## config.mk

```make
export PLATFORM = sky130hd
export DESIGN_NAME = periodic_task_tick_scheduler_unit
export DESIGN_NICKNAME = d
export VERILOG_FILES = /design/src/rtl/ptts_pkg.sv /design/src/rtl/periodic_task_tick_scheduler_unit.sv /design/src/rtl/ptts_cell.sv /design/src/rtl/ptts_upd.sv
export VERILOG_INCLUDE_DIRS = /design/src /design/src/rtl
export SDC_FILE = /design/constraint.sdc
export NUM_CORES = 1
export LEC_CHECK = 0
export ABC_CLOCK_PERIOD_IN_PS = 2400
export BUFFER_PORTS_ARGS = -buffer_cell sky130_fd_sc_hd__buf_2
export CAP_MARGIN = 20
export CORE_MARGIN = 4
export CORE_UTILIZATION = 40
export DETAILED_ROUTE_END_ITERATION = 8
export GPL_ROUTABILITY_DRIVEN = 0
export PLACE_DENSITY = 0.62
export SKIP_LAST_GASP = 1
export SLEW_MARGIN = 20
export SYNTH_ARGS = -nofsm -noshare
export SYNTH_HDL_FRONTEND = slang
export SYNTH_SLANG_ARGS = --single-unit
```

## constraint.sdc

```tcl
create_clock -name i_clk -period 2.4 [get_ports i_clk]
set_input_delay 0.24 -clock i_clk [delete_from_list [all_inputs] [get_ports i_clk]]
set_output_delay 0.24 -clock i_clk [all_outputs]
set_load 0.01 [all_outputs]
```

## src/rtl/periodic_task_tick_scheduler_unit_macros.svh

```systemverilog
// Assertion macros for the periodic task tick scheduler.
// Used by the top level; expects i_clk and i_rst_n in scope.
`ifndef PERIODIC_TASK_TICK_SCHEDULER_UNIT_MACROS_SVH
`define PERIODIC_TASK_TICK_SCHEDULER_UNIT_MACROS_SVH

// Same-cycle implication, disabled during reset
`define PTTS_ASSERT_NOW(label, ante, cons, msg) \
    label: assert property (@(posedge i_clk) disable iff (!i_rst_n) (ante) |-> (cons)) \
        else $error(msg);

// Next-cycle implication, disabled during reset
`define PTTS_ASSERT_NEXT(label, ante, cons, msg) \
    label: assert property (@(posedge i_clk) disable iff (!i_rst_n) (ante) |=> (cons)) \
        else $error(msg);

`endif

```

## src/rtl/ptts_pkg.sv

```systemverilog
// Shared types and constants for the periodic task tick scheduler.
// No dependencies; imported by every module of the block.
package ptts_pkg;

    localparam int NUM_TASKS = 4;
    localparam int SLOTS     = 4;
    localparam int REG_W     = 15;
    localparam int STEP_W    = 2;
    localparam int ACT_W     = 3;
    localparam int CNT_W     = 8;
    localparam int IDX_W     = 3;

    localparam logic [ACT_W-1:0] TASK_LIMIT = ACT_W'(NUM_TASKS);
    localparam logic [STEP_W-1:0] LAST_STEP = STEP_W'(SLOTS - 1);

    // Request codes
    typedef enum logic [1:0] {
        REQ_START    = 2'd0,
        REQ_TICK     = 2'd1,
        REQ_DISPATCH = 2'd2
    } t_req;

    // Sequencer states
    typedef enum logic [1:0] {
        ST_IDLE  = 2'd0,
        ST_RUN   = 2'd1,
        ST_FLUSH = 2'd2
    } t_state;

    // Per-task state carried around the ring
    typedef struct packed {
        logic             rdy;
        logic [REG_W-1:0] cd;
    } t_slot;

    // Control handed to the head update unit
    typedef struct packed {
        logic [1:0]        req;
        logic [STEP_W-1:0] step;
        logic [ACT_W-1:0]  active;
    } t_upd_ctrl;

endpackage

```

## src/rtl/periodic_task_tick_scheduler_unit.sv

```systemverilog
// Periodic task tick scheduler: a ring of four per-task countdown cells.
// Each accepted transaction rotates the ring once, one slot per cycle through
// the head update unit, then through the flush state back to idle for acceptance;
// a dispatch stalls the ring while the result register is full and not taken.
// Dispatch results come out in task order, the final one with o_last set.
// Configuration writes are registered.
// Depends on ptts_pkg, ptts_cell, ptts_upd and the assertion macro header.
`include "periodic_task_tick_scheduler_unit_macros.svh"

module periodic_task_tick_scheduler_unit import ptts_pkg::*; (
    input  logic              i_clk,
    input  logic              i_rst_n,
    // configuration write port
    input  logic              i_cfg_we,
    input  logic [IDX_W-1:0]  i_cfg_idx,
    input  logic [REG_W-1:0]  i_cfg_data,
    // request channel
    input  logic              i_in_valid,
    output logic              o_in_ready,
    input  logic [1:0]        i_req_type,
    input  logic [CNT_W-1:0]  i_active_count,
    // dispatch result channel
    output logic              o_out_valid,
    input  logic              i_out_ready,
    output logic [STEP_W-1:0] o_task_index,
    output logic              o_last
);

    t_state             r_state, n_state;
    logic [1:0]         r_req;
    logic [STEP_W-1:0]  r_step;
    logic [ACT_W-1:0]   r_active;
    logic [REG_W-1:0]   r_period [SLOTS];
    logic [REG_W-1:0]   r_offset [SLOTS];
    logic               r_pend_valid;
    logic [STEP_W-1:0]  r_pend_idx;
    logic               r_out_valid;
    logic [STEP_W-1:0]  r_out_idx;
    logic               r_out_last;

    t_slot              cell_q [SLOTS];
    t_slot              head_nxt;
    t_upd_ctrl          upd_ctrl;
    logic               emit;
    logic               out_free;
    logic               in_acc;
    logic               advance;
    logic               push_run;
    logic               push_flush;
    logic [ACT_W-1:0]   clamp_cnt;

    // Configuration registers, low half periods, high half offsets
    always_ff @(posedge i_clk) begin
        if (!i_rst_n) begin
            for (int k = 0; k < SLOTS; k++) begin
                r_period[k] <= '0;
                r_offset[k] <= '0;
            end
        end else if (i_cfg_we) begin
            if (i_cfg_idx[IDX_W-1]) begin
                r_offset[i_cfg_idx[STEP_W-1:0]] <= i_cfg_data;
            end else begin
                r_period[i_cfg_idx[STEP_W-1:0]] <= i_cfg_data;
            end
        end
    end

    // Ring of cells; the head feeds the update unit, its result enters the tail
    genvar g;
    generate
        for (g = 0; g < SLOTS; g++) begin : g_cell
            t_slot cell_d;
            if (g == SLOTS - 1) begin : g_tail
                assign cell_d = head_nxt;
            end else begin : g_mid
                assign cell_d = cell_q[g+1];
            end
            ptts_cell u_cell (
                .i_clk   (i_clk),
                .i_rst_n (i_rst_n),
                .i_shift (advance),
                .i_slot  (cell_d),
                .o_slot  (cell_q[g])
            );
        end
    endgenerate

    assign upd_ctrl = '{req: r_req, step: r_step, active: r_active};

    ptts_upd u_upd (
        .i_ctrl   (upd_ctrl),
        .i_slot   (cell_q[0]),
        .i_period (r_period[r_step]),
        .i_offset (r_offset[r_step]),
        .o_slot   (head_nxt),
        .o_emit   (emit)
    );

    assign clamp_cnt = (i_active_count < CNT_W'(NUM_TASKS)) ?
                       i_active_count[ACT_W-1:0] : TASK_LIMIT;
    assign out_free  = !r_out_valid || i_out_ready;

    // Next state
    always_comb begin
        n_state = r_state;
        unique case (r_state)
            ST_IDLE: begin
                if (i_in_valid) n_state = ST_RUN;
            end
            ST_RUN: begin
                if (advance && r_step == LAST_STEP) n_state = ST_FLUSH;
            end
            ST_FLUSH: begin
                if (!r_pend_valid || out_free) n_state = ST_IDLE;
            end
            default: n_state = ST_IDLE;
        endcase
    end

    // Control outputs
    always_comb begin
        o_in_ready = 1'b0;
        advance    = 1'b0;
        push_run   = 1'b0;
        push_flush = 1'b0;
        unique case (r_state)
            ST_IDLE: begin
                o_in_ready = 1'b1;
            end
            ST_RUN: begin
                advance  = !emit || !r_pend_valid || out_free;
                push_run = emit && r_pend_valid && out_free;
            end
            ST_FLUSH: begin
                push_flush = r_pend_valid && out_free;
            end
            default: begin
                o_in_ready = 1'b0;
            end
        endcase
    end

    assign in_acc = i_in_valid && o_in_ready;

    // Sequencer, request and pending-result registers
    always_ff @(posedge i_clk) begin
        if (!i_rst_n) begin
            r_state      <= ST_IDLE;
            r_req        <= '0;
            r_step       <= '0;
            r_active     <= '0;
            r_pend_valid <= 1'b0;
            r_pend_idx   <= '0;
        end else begin
            r_state <= n_state;
            if (in_acc) begin
                r_req  <= i_req_type;
                r_step <= '0;
                if (t_req'(i_req_type) == REQ_START) r_active <= clamp_cnt;
            end else if (advance) begin
                r_step <= r_step + STEP_W'(1);
            end
            if (advance && emit) begin
                r_pend_valid <= 1'b1;
                r_pend_idx   <= r_step;
            end else if (push_flush) begin
                r_pend_valid <= 1'b0;
            end
        end
    end

    // Result register
    always_ff @(posedge i_clk) begin
        if (!i_rst_n) begin
            r_out_valid <= 1'b0;
        end else if (push_run || push_flush) begin
            r_out_valid <= 1'b1;
        end else if (i_out_ready) begin
            r_out_valid <= 1'b0;
        end
    end

    always_ff @(posedge i_clk) begin
        if (push_run || push_flush) begin
            r_out_idx  <= r_pend_idx;
            r_out_last <= push_flush;
        end
    end

    assign o_out_valid  = r_out_valid;
    assign o_task_index = r_out_idx;
    assign o_last       = r_out_last;

    // Checks
    `PTTS_ASSERT_NOW(a_idle_no_pend, r_state == ST_IDLE, !r_pend_valid, "pending result left in idle")
    `PTTS_ASSERT_NEXT(a_acc_starts, in_acc, (r_state == ST_RUN) && (r_step == '0), "accepted transaction did not start at step zero")
    `PTTS_ASSERT_NEXT(a_stall_holds, (r_state == ST_RUN) && emit && r_pend_valid && !out_free, $stable(r_step) && (r_state == ST_RUN), "ring advanced over a blocked result")
    `PTTS_ASSERT_NOW(a_push_free, push_run || push_flush, out_free, "result pushed into a full register")

endmodule

```

## src/rtl/ptts_cell.sv

```systemverilog
// One ring cell: holds the countdown and ready flag of one task slot.
// Depends on ptts_pkg.
module ptts_cell import ptts_pkg::*; (
    input  logic  i_clk,
    input  logic  i_rst_n,
    input  logic  i_shift,
    input  t_slot i_slot,
    output t_slot o_slot
);

    t_slot r_slot;

    // Take the neighbor's contents on every ring advance
    always_ff @(posedge i_clk) begin
        if (!i_rst_n) begin
            r_slot <= '0;
        end else if (i_shift) begin
            r_slot <= i_slot;
        end
    end

    assign o_slot = r_slot;

endmodule

```

## src/rtl/ptts_upd.sv

```systemverilog
// Head update unit: applies start, tick or dispatch to the slot at the ring head.
// Depends on ptts_pkg.
module ptts_upd import ptts_pkg::*; (
    input  t_upd_ctrl        i_ctrl,
    input  t_slot            i_slot,
    input  logic [REG_W-1:0] i_period,
    input  logic [REG_W-1:0] i_offset,
    output t_slot            o_slot,
    output logic             o_emit
);

    logic hit;

    assign hit = {1'b0, i_ctrl.step} < i_ctrl.active;

    always_comb begin
        o_slot = i_slot;
        o_emit = 1'b0;
        unique case (t_req'(i_ctrl.req))
            REQ_START: begin
                // flags clear on every slot, countdown loads only on active ones
                o_slot.rdy = 1'b0;
                if (hit) begin
                    o_slot.cd = (i_offset != '0) ? i_offset : i_period;
                end
            end
            REQ_TICK: begin
                if (hit) begin
                    if (i_slot.cd <= REG_W'(1)) begin
                        o_slot.rdy = 1'b1;
                        o_slot.cd  = i_period;
                    end else begin
                        o_slot.cd = i_slot.cd - REG_W'(1);
                    end
                end
            end
            REQ_DISPATCH: begin
                if (hit && i_slot.rdy) begin
                    o_slot.rdy = 1'b0;
                    o_emit     = 1'b1;
                end
            end
            default: begin
                // unknown request: no change
            end
        endcase
    end

endmodule
```

# Yosys cells after proc, flatten, opt, wreduce, memory -nomap -nowiden
# Memories as Yosys holds them, arrays and structs flattened. A register that Yosys moved wholly into a read port is not among the register bits.
# Cells that the tools add are included.
word_totals:
  mem_bits_rw: 120
  elab_cells: 101
  input_bits: 33
  memories: 2
  reg_bits: 80
  out_inout_bits: 5
op_classes:
  eq_ne: 8
  n_lt_le_gt_ge: 3
  reduce_logical: 26
  n_bitwise: 1
  n_mux: 42
  n_addsub: 2
mem_list:
  columns: ["memory", "depth", "word_bits", "read_ports", "rd_clocked_by_memory_dff", "write_ports", "line", "source"]
  rows:
  - ["r_offset", 4, 15, 1, 1, 4, "periodic_task_tick_scheduler_unit.sv:34", "logic [REG_W-1:0] r_offset [SLOTS];"]
  - ["r_period", 4, 15, 1, 1, 4, "periodic_task_tick_scheduler_unit.sv:33", "logic [REG_W-1:0] r_period [SLOTS];"]
op_table:
  columns: ["operator", "n"]
  rows:
  - ["$mux 15", 5]
  - ["$pmux 15 s2", 1]
  - ["$reduce_or 15->1", 2]
  - ["$mux 1", 23]
  - ["$mux 2", 9]
  - ["$mux 16", 1]
  - ["$le 15x1->1 const B", 1]
  - ["$reduce_bool 15->1", 1]
  - ["$sub 15x1->15 const B", 1]
  - ["$lt 8x3->1 const B", 1]
  - ["$logic_and 1x1->1", 7]
  - ["$eq 2x2->1 const B", 3]
  - ["$logic_not 2->1", 3]
  - ["$ne 2x2->1 const B", 3]
  - ["$pmux 2 s3", 1]
  - ["$logic_or 1x1->1", 5]
  - ["$eq 2x1->1 const B", 2]
  - ["$reduce_bool 2->1", 2]
  - ["$logic_not 1->1", 3]
  - ["$lt 2x3->1", 1]
  - ["$mux 3", 1]
  - ["$pmux 1 s3", 1]
  - ["$reduce_and 3->1", 1]
  - ["$add 2x1->2 const B", 1]
  - ["3 further kinds", 3]

# Depth between registers and ports, before layout
# Gate-level depths: netlist of the first run.
depth:
  ltp_word: 11
  depth_mapped: 9
  ltp_nobuf: 8

# Cells and area by module
# Synthesis of the first run repeated with hierarchy kept, for this count alone.
hier_totals:
  hier_cells: 755
  hier_area_um2: 9479.1
by_module_without_submodules:
  columns: ["module", "area_each_um2", "n_inst", "cells_each"]
  rows:
  - ["periodic_task_tick_scheduler_unit", 5995.8, 1, 388]
  - ["ptts_cell", 615.6, 4, 51]
  - ["ptts_upd", 1021.0, 1, 163]

# Worst setup path after synthesis of the first run
# Ideal clock, no wire load.
synth_timing:
  path_kind: "flip-flop to flip-flop"
  from: "reg (tool-made name)"
  to: "reg g_cell[3].u_cell.r_slot (netlist bit g_cell[3].u_cell.o_slot[5])"
  stages_incl_launch_ff: 8
  setup_ns: 0.074
  required_time_ns: 2.326
  slack_ns: 0.248
  arrival_time_ns: 2.077
  path_cell_list: "dfxtp_1 > buf_6 > mux4_1 > nor4_2 > and4_4 > a211oi_1 > a211o_1 > a31oi_1"
synth_lines:
  columns: ["item", "line", "source"]
  rows:
  - ["to (signal assigned)", "ptts_cell.sv:18", "r_slot <= i_slot;"]
  - ["to (decl)", "ptts_cell.sv:11", "t_slot r_slot;"]

==> impl_metrics.json, run 1 <==
{
  "start_util_pct": 40.8,
  "rows": 55,
  "die_height_um": 160,
  "nets": 928,
  "routedWlPerCell_um": 18.9,
  "avgSynthCellArea_um2": 11.4,
  "antenna_found_initial": 0,
  "power.share.clock_pct": 42.8,
  "h-tree-depth": 1,
  "drive_above_1_share_pct": 19.9,
  "critPathSlowestCell": "mux4_2",
  "finalSetupTns_ns": 0,
  "root_buffer": "clkbuf_16",
  "skew_ns": 0.0199,
  "synth.top_cell.area_share_pct": 40.0,
  "cts_tree": "yes",
  "crit_path_max_incr_delay_ns": 0.54,
  "grt_pass1_wl_um": 36000,
  "ir_worst_vdd_mv": 0.445,
  "cp.arrival_ns": 2.76,
  "postLayoutCellArea_um2": 10800,
  "cts_sinks": 202,
  "comb_power_share_pct": 8.3,
  "antenna_left": 0,
  "switchingPower_mw": 1.85,
  "hold_viol": 0,
  "period_needed_ns": 2.32,
  "timing.final.crit_share_pct": 96.7,
  "vias": 6406,
  "min_path_type": "in -> reg",
  "cts_buffer_depth": 3,
  "finalWorstSetupSlack_ns": 0.0783,
  "startpoint_type": "flop",
  "port_buffers": 37,
  "io_pins": 38,
  "clock_latency_ns": 0.52,
  "slew_viol_final": 0,
  "grt_overflow": 0,
  "status": "completed",
  "fmaxAchievable_mhz": 431,
  "place_area_um2": 9970,
  "ys_seq_area_share_pct": 57.2,
  "p_leak_nw": 3.88,
  "grt.total_usage_pct": 17.5,
  "post_synth_num_cell_types": 68,
  "n_antenna_cell": 0,
  "dr.pass1.iters": 5,
  "die_x_um": 160,
  "total_power_mw": 7.98,
  "area_delta_synth_final_pct": 17.5,
  "synth-seq-cells": 202,
  "tightest_slew_ns": 0.511,
  "first_global_vias": 6276,
  "cap_violations": 0,
  "place_hpwl_um": 14700,
  "async_flop_share_pct": 0,
  "crit_chain": "buf_12 > mux4_2 > nor4_4 > and4_4 > a211oi_1 > a211o_1 > a31oi_1",
  "finalSetupViolCount": 0,
  "yosysWarningCount": 0,
  "crit_type": "reg -> reg",
  "crit_fanout": 7,
  "wl_um": 22500,
  "syn-cell-area_um2": 9230,
  "power_density_nw_per_um2": 736,
  "synth_edf_count": 123,
  "switching_share_pct": 23.2,
  "slew-limit-headroom_pct": 65.7,
  "intPower_mw": 6.13,
  "synth_nets": 848,
  "timing.hold.ws_ns": 0.0151,
  "die_area_um2": 25600,
  "cts_buffers": 23,
  "ys.flop_type": "edfxtp_1",
  "hp-start": "i_in_valid",
  "core_area_um2": 22600,
  "synthCells": 811,
  "first_iter_violations": 568,
  "cp-end-kind": "flop",
  "place_ws_ns": -0.0581,
  "vias_per_cell": 5.38,
  "synth_area_leaders": "edfxtp_1 40%, dfxtp_1 17%, and2_1 8.2%",
  "drcViolationCount": 0,
  "required_ns": 2.84,
  "synth_largest_area_cell": "edfxtp_1",
  "power_frac_seq_pct": 48.9,
  "cts.reportedPaths.clkPinSlew_ns": 0.06,
  "grt_max_degree": 49,
  "rsz0062_at_grt": "true"
}
final timing paths:
check	end	slack [ns]	cells after the start
setup / recovery	g_cell[3].u_cell.o_slot[8]	0.08	7
hold / removal	r_state[0]	0.02	2
setup reg to reg	g_cell[3].u_cell.o_slot[8]	0.08	7
hold reg to reg	g_cell[2].u_cell.o_slot[1]	0.44	2
state kept, by name, summed over array words and instances (netlist names), 3 cells and up, named ones only:
signal                flops
r_period                 60
r_active                  3
r_offset                 60
g_cell.u_cell.o_slot     64
power groups by stage:
stage / clock [mW] / combinational (mW) / sequential [mW]
after floorplan: 0 / 0.378 / 3.95
after global placement: 0 / 0.622 / 3.97
after detailed placement: 0 / 0.627 / 3.97
after CTS: 3.47 / 0.634 / 3.90
after global routing: 3.64 / 0.720 / 3.91
final: 3.42 / 0.661 / 3.90
routing by layer:
metal  share of wire [%]  wire, µm  track usage, %
met1                  45     10200            25.1
met2                  48     10800            28.9
met3                 4.6      1040            2.40
met4                 1.8       396            3.36
met5                   0         0               0
kinds of logic after synthesis:
logic type      synth area share, %
mux                            8.34
simple gates                   19.8
buf+inv                        3.52
fa+ha+maj                     0.542
xor+xnor                      0.854
flops                          57.2
compound gates                 9.80
layout make-up:
cell class | instances | area (µm²)
Clock buffer | 28 | 604
Clock inverter | 12 | 128
Fill cell | 2091 | 11800
Inverter | 7 | 26.3
Multi-Input combinational cell | 551 | 3670
Sequential cell | 202 | 5280
Tap cell | 285 | 357
Timing Repair Buffer | 106 | 782
stage by stage:
step	std cells	utilization (%)
2_1_floorplan	811	-
3_3_place_gp	1139	44.0
3_5_place_dp	1139	44.0
4_1_cts	1183	47.5
5_1_grt	1191	47.9
6_report	1191	47.9
cell usage in the layout (no fill, tap or decap), types with 6 or more instances in the layout:
cell type and n:
mux2i_1 6, o211ai_1 9, nand2_1 135, o21ai_0 16, a21oi_1 57, and2_1 121, inv_1 6, buf_2 37
nand2b_1 9, nor2_1 28, mux4_2 27, clkbuf_16 24, xnor2_1 7, a31oi_1 9, o21ai_1 8, nor3_1 7
nand3_1 24, dfxtp_1 78, buf_4 60, edfxtp_1 123
cell usage after synthesis, types with 2 or more instances:
master    count
buf_8         2
nand2b_1      9
a221oi_1      2
or3_1         4
buf_2         2
a21oi_1      57
o21ai_1       4
dfxtp_1      79
a31oi_1       9
nand4_1       2
and2_1      121
o21a_1        3
and3_1        2
nor4b_1       2
edfxtp_1    123
xnor2_1       7
a31o_1        2
inv_1         6
buf_6         7
nor2b_1       4
ha_1          4
a211oi_1      4
a211o_1       4
or4_1         3
a21o_1        3
mux2i_1       6
nor4_1        7
nand3_1      24
buf_1         2
mux4_1        9
a22o_1        3
nor3_1        9
mux4_2       21
o221ai_1      3
a22oi_1       2
o21ai_0      22
xor2_1        2
o211ai_1      9
clkbuf_8      3
clkbuf_1     35
nand2_1     135
nor2_1       28
repair_timing:
item | in CTS | in global routing
gates resized for setup | 2 | 13
setup endpoints to repair | 6 | 14
buffers inserted | 1 | 7
endpoints found under the hold margin | 3 | 0
pin swaps | 2 | 4
hold buffers | 3 | 0
gates cloned | 0 | 1
worst max-delay path: cells and delay by family, from the launching register on:
kind                   cells  cell delay [ns]
AND/OR/NAND/NOR            2             0.63
buffers and inverters      1             0.14
multiplexers               1             0.54
flip-flops                 1             0.39
AO/OA/AOI/OAI              3             0.53
Note: power is estimated with default switching activity, not from simulation.
==> run 2: changes to the inputs <==
--- a/config.mk
+++ b/config.mk
@@ -13,7 +13,6 @@
 export CORE_UTILIZATION = 40
 export DETAILED_ROUTE_END_ITERATION = 8
 export GPL_ROUTABILITY_DRIVEN = 0
-export PLACE_DENSITY = 0.62
 export SKIP_LAST_GASP = 1
 export SLEW_MARGIN = 20
 export SYNTH_ARGS = -nofsm -noshare
==> run 2 against run 1 <==
- die area unchanged
- non-clock buffer count decreased by 3
- clock skew decreased by 0.0098 ns
- sequential cell count unchanged
- power decreased by 0.64%
- combinational power decreased by 4.4%
- cell count decreased by 0.25%
- utilization decreased by 0.22 points
- routed wire length decreased by 2.9%
- largest cell class unchanged
- highest routed layer unchanged
==> impl_metrics.json, run 2 (same netlist as run 1, synthesis figures left out) <==
{
  "cts_buffers": 23,
  "drcViolationCount": 0,
  "cp.arrival_ns": 2.71,
  "period_needed_ns": 2.28,
  "die_height_um": 160,
  "slew_viol_final": 0,
  "port_buffers": 37,
  "status": "completed",
  "power_density_nw_per_um2": 734,
  "wl_um": 21900,
  "hold_depth": 4,
  "vias": 6290,
  "ff2ff_path_depth": 7,
  "h-tree-depth": 1,
  "cap_violations": 0,
  "area_delta_synth_final_pct": 17.0,
  "mostFrequentLayoutCells": "135 x nand2_1, 123 x edfxtp_1, 121 x and2_1",
  "timing.final.crit_share_pct": 95.0,
  "crit_path_max_incr_delay_ns": 0.55,
  "grt_overflow": 0,
  "antenna_left": 0,
  "postLayoutCellArea_um2": 10800,
  "grt_max_degree": 65,
  "min_path_type": "in -> reg",
  "grt_pass1_wl_um": 35400,
  "io_pins": 38,
  "grt.total_usage_pct": 17.1,
  "hold_viol": 0,
  "cts_buffer_depth": 3,
  "routedWlPerCell_um": 18.4,
  "finalSetupViolCount": 0,
  "place_area_um2": 9980,
  "ir_worst_vdd_mv": 0.512,
  "die_area_um2": 25600,
  "vias_per_cell": 5.29,
  "skew_ns": 0.0101,
  "largest_reg_flops": 64,
  "first_iter_violations": 550,
  "slew-limit-headroom_pct": 37.4,
  "nets": 925,
  "antenna_found_initial": 0,
  "cp-end-kind": "flop",
  "startpoint_type": "flop",
  "fillers": 2029,
  "rows": 55,
  "cts.reportedPaths.clkPinSlew_ns": 0.06,
  "clock_latency_ns": 0.51,
  "first_global_vias": 6290,
  "die_x_um": 160,
  "layout_commonest_cell": "nand2_1",
  "dr.pass1.iters": 7,
  "cts_tree": "yes",
  "core_area_um2": 22600,
  "tightest_slew_ns": 0.936,
  "cts_sinks": 202,
  "place_hpwl_um": 14800,
  "layout.cells.non_filler": 1188,
  "dp_cells": 1140,
  "total_power_mw": 7.93,
  "rsz0062_at_grt": "true",
  "crit_fanout": 11,
  "required_ns": 2.83,
  "start_util_pct": 40.8,
  "n_antenna_cell": 0,
  "drive_above_1_share_pct": 19.2,
  "p_leak_nw": 3.86,
  "fmaxAchievable_mhz": 438,
  "crit_chain": "buf_12 > mux4_2 > nor4_4 > and4_4 > a211oi_1 > a211o_1 > a31oi_1",
  "root_buffer": "clkbuf_16",
  "crit_type": "reg -> reg",
  "critPathSlowestCell": "mux4_2",
  "r2r_slack_ns": 0.12
}
[run 2: cell types whose count changed in the layout (fill, tap and decap cells not counted), moves of 2 or more]
cell | before | now
dlygate4sd3_1 | 3 | 5
inv_6 | 0 | 2
clkinvlp_4 | 2 | 0
buf_4 | 60 | 56
[run 2: metrics by stage]
step	util (%)	hold WS, ns	setup slack [ns]	TNS [ns]
final	47.7	0.0727	0.119	0
after global routing	47.7	0.0838	-0.0205	-0.0311
after CTS	47.5	0.0546	0.0198	0
after detailed placement	44.1	0.430	-0.0316	-0.0316
after global placement	44.1	0.429	0.0459	0
after floorplan	-	0.378	0.248	0
[run 2: power by group]
part	total [mW]	switching (mW)	internal (mW)	leakage [nW]
Sequential	3.90	0.0591	3.84	1.82
Clock	3.39	1.36	2.03	0.360
Combinational	0.632	0.373	0.259	1.68
Total	7.93	1.79	6.13	3.86
[run 2: worst paths after layout]
kind            startpoint                         end
max                   flop  g_cell[3].u_cell.o_slot[5]
max reg2reg           flop  g_cell[3].u_cell.o_slot[5]
min reg2reg  r_pend_idx[1]             o_task_index[1]
min            i_out_ready                 o_out_valid
[run 2: per-layer routing]
layer  share of wire [%]  vias up  GRT usage [%]
met5                   0        -              0
met4                 2.5        0           4.15
met3                 4.6       40           2.53
met2                  46      172           27.4
met1                  47     2999           24.6
li1                    -     3079              -
[run 2: critical path, delay by kind of cell (launching register included)]
kind | cells | cell delay [ns]
AOI/OAI and AO/OA | 3 | 0.54
DFF | 1 | 0.37
buffers and inverters | 1 | 0.14
muxes | 1 | 0.55
and+or+nand+nor | 2 | 0.61
[run 2: area by class of cell]
cell class / instances / area [µm²] / share of cell area [%]
Sequential cell: 202 / 5280 / 48.9
Multi-Input combinational cell: 551 / 3660 / 33.9
Timing Repair Buffer: 103 / 751 / 6.95
Clock buffer: 29 / 618 / 5.73
Tap cell: 285 / 357 / 3.30
Clock inverter: 11 / 109 / 1.01
Inverter: 7 / 26.3 / 0.243
[run 2: what timing repair did]
action                                  4_1_cts  5_1_grt
hold buffers                                  5        0
setup buffers                                 0        3
resized for setup                             1       13
pin swaps                                     0        3
hold endpoints to repair                      5        0
endpoints found under the setup margin        4       10
